## config.mk

```make
export PLATFORM = sky130hd
export DESIGN_NAME = frwm_ctrl
export DESIGN_NICKNAME = d
export VERILOG_FILES = /design/src/design/frwm_pkg.sv /design/src/design/frwm_ctrl.sv
export SDC_FILE = /design/constraint.sdc
export NUM_CORES = 1
export LEC_CHECK = 0
export BUFFER_PORTS_ARGS = -buffer_cell sky130_fd_sc_hd__buf_2
export CAP_MARGIN = 40
export CORE_MARGIN = 5
export CORE_UTILIZATION = 25
export CTS_CLUSTER_SIZE = 8
export DETAILED_ROUTE_END_ITERATION = 16
export PLACE_DENSITY = 0.46
export SLEW_MARGIN = 20
export SYNTH_ARGS = -nofsm -noshare
export SYNTH_HDL_FRONTEND = slang
export SYNTH_SLANG_ARGS = --single-unit
```

## constraint.sdc

```tcl
create_clock -name clk -period 1.7 [get_ports clk]
set_clock_uncertainty 0.05 [all_clocks]
set_input_delay 0.085 -clock clk [delete_from_list [all_inputs] [get_ports clk]]
set_output_delay 0.085 -clock clk [all_outputs]
set_load 0.01 [all_outputs]
```

## src/design/frwm_pkg.sv

```systemverilog
// Shared types, widths and constants of the frame rate window monitor.
package frwm_pkg;

	localparam int RING_DEPTH = 256;
	localparam int TIME_BITS  = 24;
	localparam int ADDR_W     = $clog2(RING_DEPTH);
	localparam int HELD_W     = $clog2(RING_DEPTH + 1);
	localparam int CFG_W      = 9;
	localparam int CMP_W      = (HELD_W > CFG_W) ? HELD_W : CFG_W;
	localparam int SUM_W      = 32;
	localparam int CNT_W      = 64;
	localparam int FPS_W      = 28;
	localparam int DIV_CNT_W  = $clog2(SUM_W);

	localparam logic [CFG_W-1:0] WINDOW_RESET = CFG_W'(64);
	localparam logic [SUM_W-1:0] FPS_SCALE    = SUM_W'(256000000);

	typedef struct packed {
		logic [TIME_BITS-1:0] frame_time_us;
		logic [TIME_BITS-1:0] work_time_us;
		logic [TIME_BITS-1:0] wait_time_us;
	} frame_t;

	typedef struct packed {
		logic [TIME_BITS-1:0] avg_frame_time_us;
		logic [FPS_W-1:0]     avg_fps_q8;
		logic [TIME_BITS-1:0] last_work_time_us;
		logic [TIME_BITS-1:0] last_wait_time_us;
		logic [CNT_W-1:0]     frame_total;
	} result_t;

	typedef struct packed {
		logic latch_in;
		logic cfg_we;
		logic trim_rd;
		logic trim_sub;
		logic push;
		logic div_start;
		logic div_sel_fps;
		logic avg_load;
		logic fps_load;
		logic fps_zero;
		logic out_load;
	} cmd_t;

	typedef struct packed {
		logic over_cfg;
		logic over_step;
		logic div_done;
		logic avg_zero;
	} status_t;

endpackage

```

## src/design/frwm_ctrl.sv

```systemverilog
// Controller: sequences trimming, push, one or both divisions and the result transfer.
module frwm_ctrl (
	input  logic              clk,
	input  logic              arst_n,
	input  logic              frame_valid,
	output logic              frame_stall,
	output logic              result_valid,
	input  logic              result_stall,
	input  logic              cfg_valid,
	output logic              cfg_ready,
	input  frwm_pkg::status_t status,
	output frwm_pkg::cmd_t    cmd
);

	localparam logic [3:0] S_IDLE     = 4'd0;
	localparam logic [3:0] S_TRIM_CHK = 4'd1;
	localparam logic [3:0] S_TRIM_SUB = 4'd2;
	localparam logic [3:0] S_PUSH     = 4'd3;
	localparam logic [3:0] S_AVG_GO   = 4'd4;
	localparam logic [3:0] S_AVG_WAIT = 4'd5;
	localparam logic [3:0] S_FPS_CHK  = 4'd6;
	localparam logic [3:0] S_FPS_WAIT = 4'd7;
	localparam logic [3:0] S_DONE     = 4'd8;

	logic [3:0] state_q;
	logic [3:0] state_d;
	logic       step_q;
	logic       step_d;
	logic       out_valid_q;
	logic       cfg_xfer;
	logic       in_xfer;
	logic       over;

	assign cfg_ready   = state_q == S_IDLE;
	assign frame_stall = (state_q != S_IDLE) || cfg_valid;
	assign cfg_xfer    = cfg_valid && cfg_ready;
	assign in_xfer     = frame_valid && !frame_stall;
	assign over        = step_q ? status.over_step : status.over_cfg;

	always_comb begin
		cmd     = '0;
		state_d = state_q;
		step_d  = step_q;
		unique case (state_q)
			S_IDLE: begin
				if (cfg_xfer) begin
					cmd.cfg_we = 1'b1;
					step_d     = 1'b0;
					state_d    = S_TRIM_CHK;
				end else if (in_xfer) begin
					cmd.latch_in = 1'b1;
					step_d       = 1'b1;
					state_d      = S_TRIM_CHK;
				end
			end
			S_TRIM_CHK: begin
				if (over) begin
					cmd.trim_rd = 1'b1;
					state_d     = S_TRIM_SUB;
				end else if (step_q) begin
					state_d = S_PUSH;
				end else begin
					state_d = S_IDLE;
				end
			end
			S_TRIM_SUB: begin
				cmd.trim_sub = 1'b1;
				state_d      = S_TRIM_CHK;
			end
			S_PUSH: begin
				cmd.push = 1'b1;
				state_d  = S_AVG_GO;
			end
			S_AVG_GO: begin
				cmd.div_start = 1'b1;
				state_d       = S_AVG_WAIT;
			end
			S_AVG_WAIT: begin
				if (status.div_done) begin
					cmd.avg_load = 1'b1;
					state_d      = S_FPS_CHK;
				end
			end
			S_FPS_CHK: begin
				if (status.avg_zero) begin
					cmd.fps_zero = 1'b1;
					state_d      = S_DONE;
				end else begin
					cmd.div_start   = 1'b1;
					cmd.div_sel_fps = 1'b1;
					state_d         = S_FPS_WAIT;
				end
			end
			S_FPS_WAIT: begin
				if (status.div_done) begin
					cmd.fps_load = 1'b1;
					state_d      = S_DONE;
				end
			end
			S_DONE: begin
				if (!out_valid_q || !result_stall) begin
					cmd.out_load = 1'b1;
					state_d      = S_IDLE;
				end
			end
			default: begin
				state_d = S_IDLE;
			end
		endcase
	end

	always_ff @(posedge clk or negedge arst_n) begin
		if (!arst_n) begin
			state_q     <= S_IDLE;
			step_q      <= 1'b0;
			out_valid_q <= 1'b0;
		end else begin
			state_q <= state_d;
			step_q  <= step_d;
			if (cmd.out_load) begin
				out_valid_q <= 1'b1;
			end else if (!result_stall) begin
				out_valid_q <= 1'b0;
			end
		end
	end

	assign result_valid = out_valid_q;

endmodule

```

Yosys cells after proc, flatten, opt, wreduce, memory -nomap -nowiden
Cells that the tools add are included.
{"block": "word_totals", "out_inout_bits": 14, "register_bits": 6}
{"block": "classes", "eq_ne": 13, "muxes": 32, "n_reduce_logical": 12}
{"cell": "one-hot mux 4 bit (9 select lines)", "n": 1}
{"cell": "2-to-1 mux 4 bit", "n": 7}
{"cell": "2-to-1 mux 1 bit", "n": 20}
{"cell": "equality test 4 x 3 -> 1 bit, second input constant", "n": 4}
{"cell": "equality test 4 x 2 -> 1 bit, second input constant", "n": 2}
{"cell": "2-to-1 mux 2 bit", "n": 3}
{"cell": "!= test 2 bit, second input constant", "n": 3}
{"cell": "equality test 4 x 1 -> 1 bit, second input constant", "n": 1}
{"cell": "equality test 4 bit, second input constant", "n": 1}
{"cell": "logical NOT 4 bit", "n": 1}
{"cell": "AND reduction 4 bit", "n": 1}
{"cell": "nonzero test 4 bit", "n": 1}
{"cell": "logical NOT 1 bit", "n": 3}
{"cell": "!= test 3 x 1 -> 1 bit, second input constant", "n": 1}
{"cell": "logical AND 1 bit", "n": 2}
{"cell": "logical OR 1 bit", "n": 2}
{"cell": "!= test 2 x 1 -> 1 bit, second input constant", "n": 1}
{"cell": "one-hot mux 1 bit (2 select lines)", "n": 1}
{"cell": "AND reduction 2 bit", "n": 1}
{"cell": "nonzero test 2 bit", "n": 1}

Logic depth before layout (Yosys ltp)
Gate-level depths: netlist of the first run.
{"block": "logic_depth", "depth_word": 7, "depth_mapped": 5}

Worst setup path after synthesis of the first run
OpenSTA, ideal clock, no wires.
{"block": "synth_path", "kind": "register to register", "startpoint": "reg state_q[1]", "endpoint": "reg step_q", "path_slack_ns": 0.215, "stages_incl_launch_ff": 6, "n_path_buf": 1, "setup_time_ns": 0.118, "arrival_ns": 1.317, "synth_period_minus_slack_ns": 1.485, "cell_sequence": "dfrtp_1 > buf_6 > or4_4 > clkinv_2 > and2_4 > nor2_2"}
{"item": "from (decl)", "line": "frwm_ctrl.sv:25", "source": "logic [3:0] state_q;"}
{"item": "from (signal assigned)", "line": "frwm_ctrl.sv:118", "source": "state_q <= state_d;"}
{"item": "logical NOT 4 bit *", "line": "frwm_ctrl.sv:34", "source": "assign cfg_ready = state_q == S_IDLE;"}
{"item": "net cfg_ready", "line": "frwm_ctrl.sv:10", "source": "output logic cfg_ready,"}
{"item": "logical AND 1 bit", "line": "frwm_ctrl.sv:36", "source": "assign cfg_xfer = cfg_valid && cfg_ready;"}
{"item": "nonzero test 2 bit (no source line)"}
{"item": "AND reduction 2 bit (no source line)"}
{"item": "to (signal assigned)", "line": "frwm_ctrl.sv:119", "source": "step_q <= step_d;"}
{"item": "to (decl)", "line": "frwm_ctrl.sv:27", "source": "logic step_q;"}
Mark *: on every way through the listed nets, which the timed path passes. The rest lies on a longest branch.
A chain may end at the register's enable or synchronous reset.

==> qor.log, run 1 <==
[worst_setup_path] maximum fanout along the worst path 3
[timing] worst slack on hold paths 0.08360 ns
[floorplanning] die area 0.002750 mm2
[worst_setup_path] data arrival at the endpoint of the critical path 1.54 ns
[cells_and_area] area grow syn2layout 45.56%
[floorplanning] die height 52.45 um
[worst_setup_path] Crit path max-delay family simple AND/OR/NAND/NOR gates
[power] Power per Cell Area 1524 mW/mm2
[worst_setup_path] total buffers and inverters traversed by the critical path 2
[global_routing] GRT Overall Usage 0.1021
[route] DR vias 498
[timing] period utilisation layout 0.9855
[yosys] portion of the post-synthesis area used by sequential elements 0.3333
[status] status complete, no violations
[global_routing] residual overflow from global routing 0
[clock_tree] clock latency reported for the late side of the worst-skew pair 0.24 ns
[yosys] fraction of registers with async set/reset 1.000
[yosys] post-synthesis cell count 56
[placed_design] number of instances in the placed design 103
[clock_tree] Inserted Clock Buffers 3
[clock_tree] CTS tree yes
[power] cell leakage power 0.3481 nW
[cells_and_area] fill cell instance count of the final layout 206
[yosys] cell types with the largest area share after synthesis dfrtp_1 33%, nand2_1 6.7%, nor2_1 5.8%
[yosys] area of the mapped netlist 450.4 um2
[floorplanning] Core Footprint 0.001727 mm2
[clock_tree] CTS clock-pin slew for the worst setup and hold paths 0.04 ns
[flow_run] max-capacitance violation count 0
[yosys] count of synthesis-stage warnings from yosys 0
[floorplanning] cell row count 15
[floorplanning] starting utilization of the core area 0.2609
[route] routed vias/inst 4.527
[yosys] area leader, netlist dfrtp_1
[worst_setup_path] required time at the endpoint of the critical path 1.56 ns
[timing] Final Slew Violations 0
[cells_and_area] number of diodes added for antenna fixing 0
[timing] count of final setup violators 0
[route] antenna-violating nets left 0
[clock_tree] total number of H-tree levels 1
[timing] Hold Fails Final Rpt 0
[worst_setup_path] Worst Setup Start Kind flop
[yosys] count of flip-flops with a built-in enable after synthesis 0
[yosys] number of storage elements in the synthesis netlist 6
[yosys] leading register cell type out of synthesis dfrtp_1
[cells_and_area] non-filler instance count after layout 110
[worst_setup_path] Crit. End Element primary output
[timing] final-layout setup total negative slack 0 ns
[global_routing] initial antenna violation count 0
[worst_setup_path] largest incremental delay on the critical path 0.57 ns
[yosys] Yosys top cell area share 0.3333
[floorplanning] Top Ports 23
[yosys] Commonest cells post-synth 8 x nand2_1, 7 x nor2_1, 6 x dfrtp_1
[route] number of iterations in the first detailed-routing pass 4
[worst_setup_path] kind of critical path flop to primary output
[yosys] syn nets 65
[route] total routed wirelength 1.242 mm
[timing] transition at the pin with the smallest max-transition slack 0.2990 ns
[timing] worst max-slew margin expressed relative to the limit 0.8002
[worst_setup_path] cells traversed along the worst timing path or4_4, inv_4, nand2b_2, nor2_2, buf_2
[route] per-cell routed wire length 11.29 um
[route] Post-route DRC 0
[placed_design] Post-DP HPWL 950.9 um
[power] maximum ir drop on the vdd rail 528.5 uV
[global_routing] pin count of the biggest net entering global routing 10
[clock_tree] total number of clock tree sinks 6
[timing] minimum clock period after layout 1.675 ns
[cells_and_area] proportion of layout cells with a drive suffix above 1 0.4706
[timing] setup repair after global routing missed its margin true
[yosys] count of distinct cell types in the synthesized netlist 27
[route] DRC marker count from the first detailed-route iteration 8
[clock_tree] buffer levels on the longest clock path 2
[global_routing] vias in the first global route 502
[yosys] syn avg cell area 8.043 um2
[placed_design] placer's final routability congestion estimate 0.8062
[floorplanning] die span in x 52.45 um
[global_routing] first-pass GRT wire length 2.035 mm
[cells_and_area] final net count 96
[placed_design] Port Buffer Count 22
[clock_tree] root buffer cell clkbuf_4
[yosys] most common cell in the synthesized netlist nand2_1
[worst_hold_path] path category of the worst min-delay check input pin to flop
[worst_setup_path] slowest cell on the critical path or4_4
[timing] maximum achievable frequency 596.9 MHz
[metrics by stage]
| stage | area (um2) | utilization | worst slack, ns | power [mW] |
|---|---|---|---|---|
| floorplan | 450.4 | - | 0.2149 | 0.6457 |
| global placement | 588.1 | 0.3406 | 0.2659 | 0.8048 |
| detailed placement | 588.1 | 0.3406 | 0.2537 | 0.8052 |
| CTS | 629.4 | 0.3645 | 0.0007969 | 0.9590 |
| global route | 655.6 | 0.3797 | -0.05041 | 1.096 |
| finish | 655.6 | 0.3797 | 0.02471 | 0.9992 |
[final cells by class]
class / count / area, um2 / area share
clock buffer: 3 / 22.52 / 0.03435
timing repair buffer: 28 / 163.9 / 0.2500
sequential: 6 / 151.4 / 0.2309
multi-input combinational: 43 / 265.3 / 0.4046
inverter: 5 / 21.27 / 0.03244
tap: 25 / 31.28 / 0.04771
[flip-flops by register name, indices dropped and copies added, names as in the netlist]
name and cells:
step_q 1, state_q 4, result_valid 1
[path summary, 6_finish.rpt]
| check | cells past startpoint | to | slack [ns] | startpoint |
|---|---|---|---|---|
| hold reg to reg | 1 | state_q[2]$_DFFE_PN0P_ | 0.50 | state_q[3]$_DFFE_PN0P_ |
| min in group asynchronous | 2 | result_valid$_DFFE_PN0P_ | 0.15 | arst_n |
| max in group asynchronous | 2 | state_q[2]$_DFFE_PN0P_ | 1.30 | arst_n |
| setup reg to reg | 5 | step_q$_DFFE_PN0P_ | 0.22 | state_q[0]$_DFFE_PN0P_ |
| hold / removal | 3 | step_q$_DFFE_PN0P_ | 0.08 | frame_valid |
| setup / recovery | 5 | cmd[10] | 0.02 | state_q[0]$_DFFE_PN0P_ |
[power breakdown]
| part | internal (mW) | switching, mW | total [mW] | leakage (nW) |
|---|---|---|---|---|
| clock | 0.0797 | 0.0501 | 0.130 | 0.0138 |
| sequential | 0.201 | 0.0690 | 0.270 | 0.0756 |
| combinational | 0.290 | 0.310 | 0.599 | 0.259 |
[repair_timing]
item,in CTS,in global routing
endpoints found under the hold margin,6,0
setup buffers,1,2
resized for setup,1,3
pin swaps,1,1
hold buffers,1,0
setup endpoints to repair,2,3
[worst register-to-register path, cell delays in order (launching register included)]
cell	delay [ns]
dfrtp_1	0.40
or4_4	0.57
inv_4	0.08
and2_4	0.14
buf_4	0.10
nor2_2	0.03
[logic make-up after synthesis]
family,after synthesis,synth area share
muxes,1,0.02222
and+or+nand+nor,33,0.4111
DFF,6,0.3333
AOI/OAI and AO/OA,9,0.1473
buffers and inverters,7,0.08610
[routing by layer]
metal  track usage  wire [um]
met4       0.08936         29
met1        0.1409        620
met3      0.008547         66
met5             0          0
met2        0.1384        525
[cell usage in the layout (no fill, tap or decap), types with 2 or more instances in the layout]
cell type,count
buf_2,21
nand2_1,8
nor2_1,7
buf_4,5
dfrtp_1,5
inv_1,4
nor2b_1,3
clkbuf_4,3
nor3b_1,2
nor3_1,2
nand3_1,2
nor2_2,2
o21ai_0,2
(Power assumes the default switching activity.)
==> run 2, diff against run 1 <==
--- a/config.mk
+++ b/config.mk
@@ -5,7 +5,7 @@
 export SDC_FILE = /design/constraint.sdc
 export NUM_CORES = 1
 export LEC_CHECK = 0
-export BUFFER_PORTS_ARGS = -buffer_cell sky130_fd_sc_hd__buf_2
+export BUFFER_PORTS_ARGS = -buffer_cell sky130_fd_sc_hd__buf_4
 export CAP_MARGIN = 40
 export CORE_MARGIN = 5
 export CORE_UTILIZATION = 25
==> run 2 against run 1 <==
Die area unchanged. Non-clock buffer count unchanged. Worst hold slack worse by 0.019 ns. Sequential share of layout area down 1.3 points. Combinational power up 7.2%. Total power up 3.6%. Global-route usage up 0.24 points. Clock-buffer cell count unchanged.
==> qor.log, run 2 (same netlist as run 1, synthesis figures left out) <==
[status] status complete, no violations
[floorplanning] die span in x 52.45 um
[clock_tree] clock latency reported for the late side of the worst-skew pair 0.24 ns
[cells_and_area] fill cell instance count of the final layout 197
[placed_design] Port Buffer Count 22
[worst_hold_path] critical hold path startpoint frame_valid
[worst_setup_path] kind of critical path flop to primary output
[placed_design] Post-DP HPWL 980.2 um
[floorplanning] Core Footprint 0.001727 mm2
[power] Power per Cell Area 1467 mW/mm2
[cells_and_area] most frequent cells in the layout 27 x buf_4, 8 x nand2_1, 7 x nor2_1
[floorplanning] starting utilization of the core area 0.2609
[timing] transition at the pin with the smallest max-transition slack 0.2984 ns
[route] total routed wirelength 1.289 mm
[route] per-cell routed wire length 11.72 um
[route] DR vias 491
[cells_and_area] area of combinational cells with multiple inputs 265.3 um2
[global_routing] first-pass GRT wire length 2.035 mm
[clock_tree] Inserted Clock Buffers 3
[global_routing] pin count of the biggest net entering global routing 10
[timing] Final Slew Violations 0
[timing] setup repair after global routing missed its margin true
[global_routing] residual overflow from global routing 0
[timing] maximum achievable frequency 593.2 MHz
[route] Post-route DRC 0
[clock_tree] root buffer cell clkbuf_4
[floorplanning] Top Ports 23
[cells_and_area] number of diodes added for antenna fixing 0
[clock_tree] total number of clock tree sinks 6
[worst_setup_path] logic depth of the worst register-to-register path 3
[route] number of iterations in the first detailed-routing pass 3
[timing] worst max-slew margin expressed relative to the limit 0.8006
[worst_setup_path] largest incremental delay on the critical path 0.55 ns
[cells_and_area] Final Core Density 0.4087
[route] DRC marker count from the first detailed-route iteration 9
[worst_hold_path] Worst Hold Depth 3
[worst_setup_path] setup slack of the worst register-to-register path 0.29 ns
[worst_setup_path] Reg2Reg Launch Point state_q[1]$_DFFE_PN0P_
[clock_tree] total number of H-tree levels 1
[clock_tree] CTS clock-pin slew for the worst setup and hold paths 0.04 ns
[power] cell leakage power 0.3524 nW
[clock_tree] CTS tree yes
[global_routing] initial antenna violation count 0
[cells_and_area] area taken by flip-flops and latches 153.9 um2
[worst_setup_path] Crit. End Element primary output
[timing] minimum clock period after layout 1.686 ns
[cells_and_area] area grow syn2layout 56.67%
[worst_hold_path] Min-Delay Endpoint step_q$_DFFE_PN0P_
[timing] period utilisation layout 0.9916
[worst_setup_path] maximum fanout along the worst path 4
[cells_and_area] Top reg by flops state_q
[worst_setup_path] required time at the endpoint of the critical path 1.56 ns
[flow_run] max-capacitance violation count 0
[floorplanning] cell row count 15
[placed_design] placer's final routability congestion estimate 0.8063
[timing] Hold Fails Final Rpt 0
[power] maximum ir drop on the vdd rail 487.6 uV
[global_routing] GRT Overall Usage 0.1045
[cells_and_area] final net count 96
[timing] count of final setup violators 0
[worst_setup_path] destination of the worst register-to-register timing path state_q[0]$_DFFE_PN0P_
[timing] final-layout setup total negative slack 0 ns
[worst_setup_path] cells traversed along the worst timing path or4_4, clkinv_2, and2_4, buf_4
[worst_setup_path] slowest cell on the critical path or4_4
[cells_and_area] flip-flop count of the largest register, all copies and words added 4
[route] antenna-violating nets left 0
[worst_setup_path] Worst Setup Start Kind flop
[floorplanning] die height 52.45 um
[floorplanning] die area 0.002750 mm2
[worst_hold_path] path category of the worst min-delay check input pin to flop
[route] routed vias/inst 4.464
[clock_tree] buffer levels on the longest clock path 2
[cells_and_area] most common cell after layout, fill and taps aside buf_4
[timing] worst slack on hold paths 0.06440 ns
[cells_and_area] proportion of layout cells with a drive suffix above 1 0.4941
[global_routing] vias in the first global route 489
[worst_setup_path] data arrival at the endpoint of the critical path 1.55 ns
-- run 2: cell types whose count changed in the layout (fill, tap and decap cells not counted), sizes merged --
cell / delta
inv: -1
clkinv: +1
-- run 2: per-stage QoR --
step           instance area [um2]  std cells  setup slack, ns  total power [mW]
6_report                     705.7        110          0.01435             1.035
5_1_grt                      705.7        110         -0.03406             1.119
4_1_cts                      685.7        108         0.007603             1.010
3_5_place_dp                 635.6        102           0.1752            0.8412
3_3_place_gp                 635.6        102           0.1881            0.8494
2_1_floorplan                450.4         56           0.2149            0.6457
-- run 2: worst max-delay path, delay by kind of cell, from the launching register on --
family,cells,cell delay [ns]
simple gates,2,0.69
buf+inv,2,0.20
flops,1,0.42
-- run 2: metal layers --
| metal | global-route usage | vias to the layer above | part of all wire |
|---|---|---|---|
| met2 | 0.1426 | 21 | 0.42 |
| met3 | 0.02279 | 2 | 0.061 |
| met5 | 0 | - | 0 |
| met1 | 0.1357 | 209 | 0.50 |
| met4 | 0.08936 | 0 | 0.019 |
| li1 | - | 259 | - |
-- run 2: worst max-delay path by stage --
stage	from	endpoint	slack, ns
after CTS	state_q[2]$_DFFE_PN0P_	cmd[9]	0.008
after global placement	state_q[1]$_DFFE_PN0P_	cmd[10]	0.19
after floorplan	state_q[1]$_DFFE_PN0P_	step_q$_DFFE_PN0P_	0.21
after detailed placement	state_q[1]$_DFFE_PN0P_	cmd[10]	0.18
final	state_q[1]$_DFFE_PN0P_	cmd[9]	0.01
after global routing	state_q[1]$_DFFE_PN0P_	cmd[10]	-0.03
-- run 2: where the power goes --
part | switching (mW) | internal [mW]
Clock | 0.0471 | 0.0795
Sequential | 0.0622 | 0.204
Combinational | 0.317 | 0.325
-- run 2: cell type report --
| class | instances | share of cell area |
|---|---|---|
| clock buffers | 3 | 0.03191 |
| inverters | 5 | 0.02837 |
| multi-input cells | 43 | 0.3759 |
| flip-flops and latches | 6 | 0.2181 |
| well taps | 25 | 0.04433 |
| repair buffers | 28 | 0.3014 |
-- run 2: what timing repair did --
item | 4_1_cts | 5_1_grt
gates resized for setup | 2 | 2
gates cloned | 0 | 0
setup endpoints to repair | 4 | 3
setup buffers | 2 | 2
hold buffers | 1 | 0
hold endpoints to repair | 6 | 0
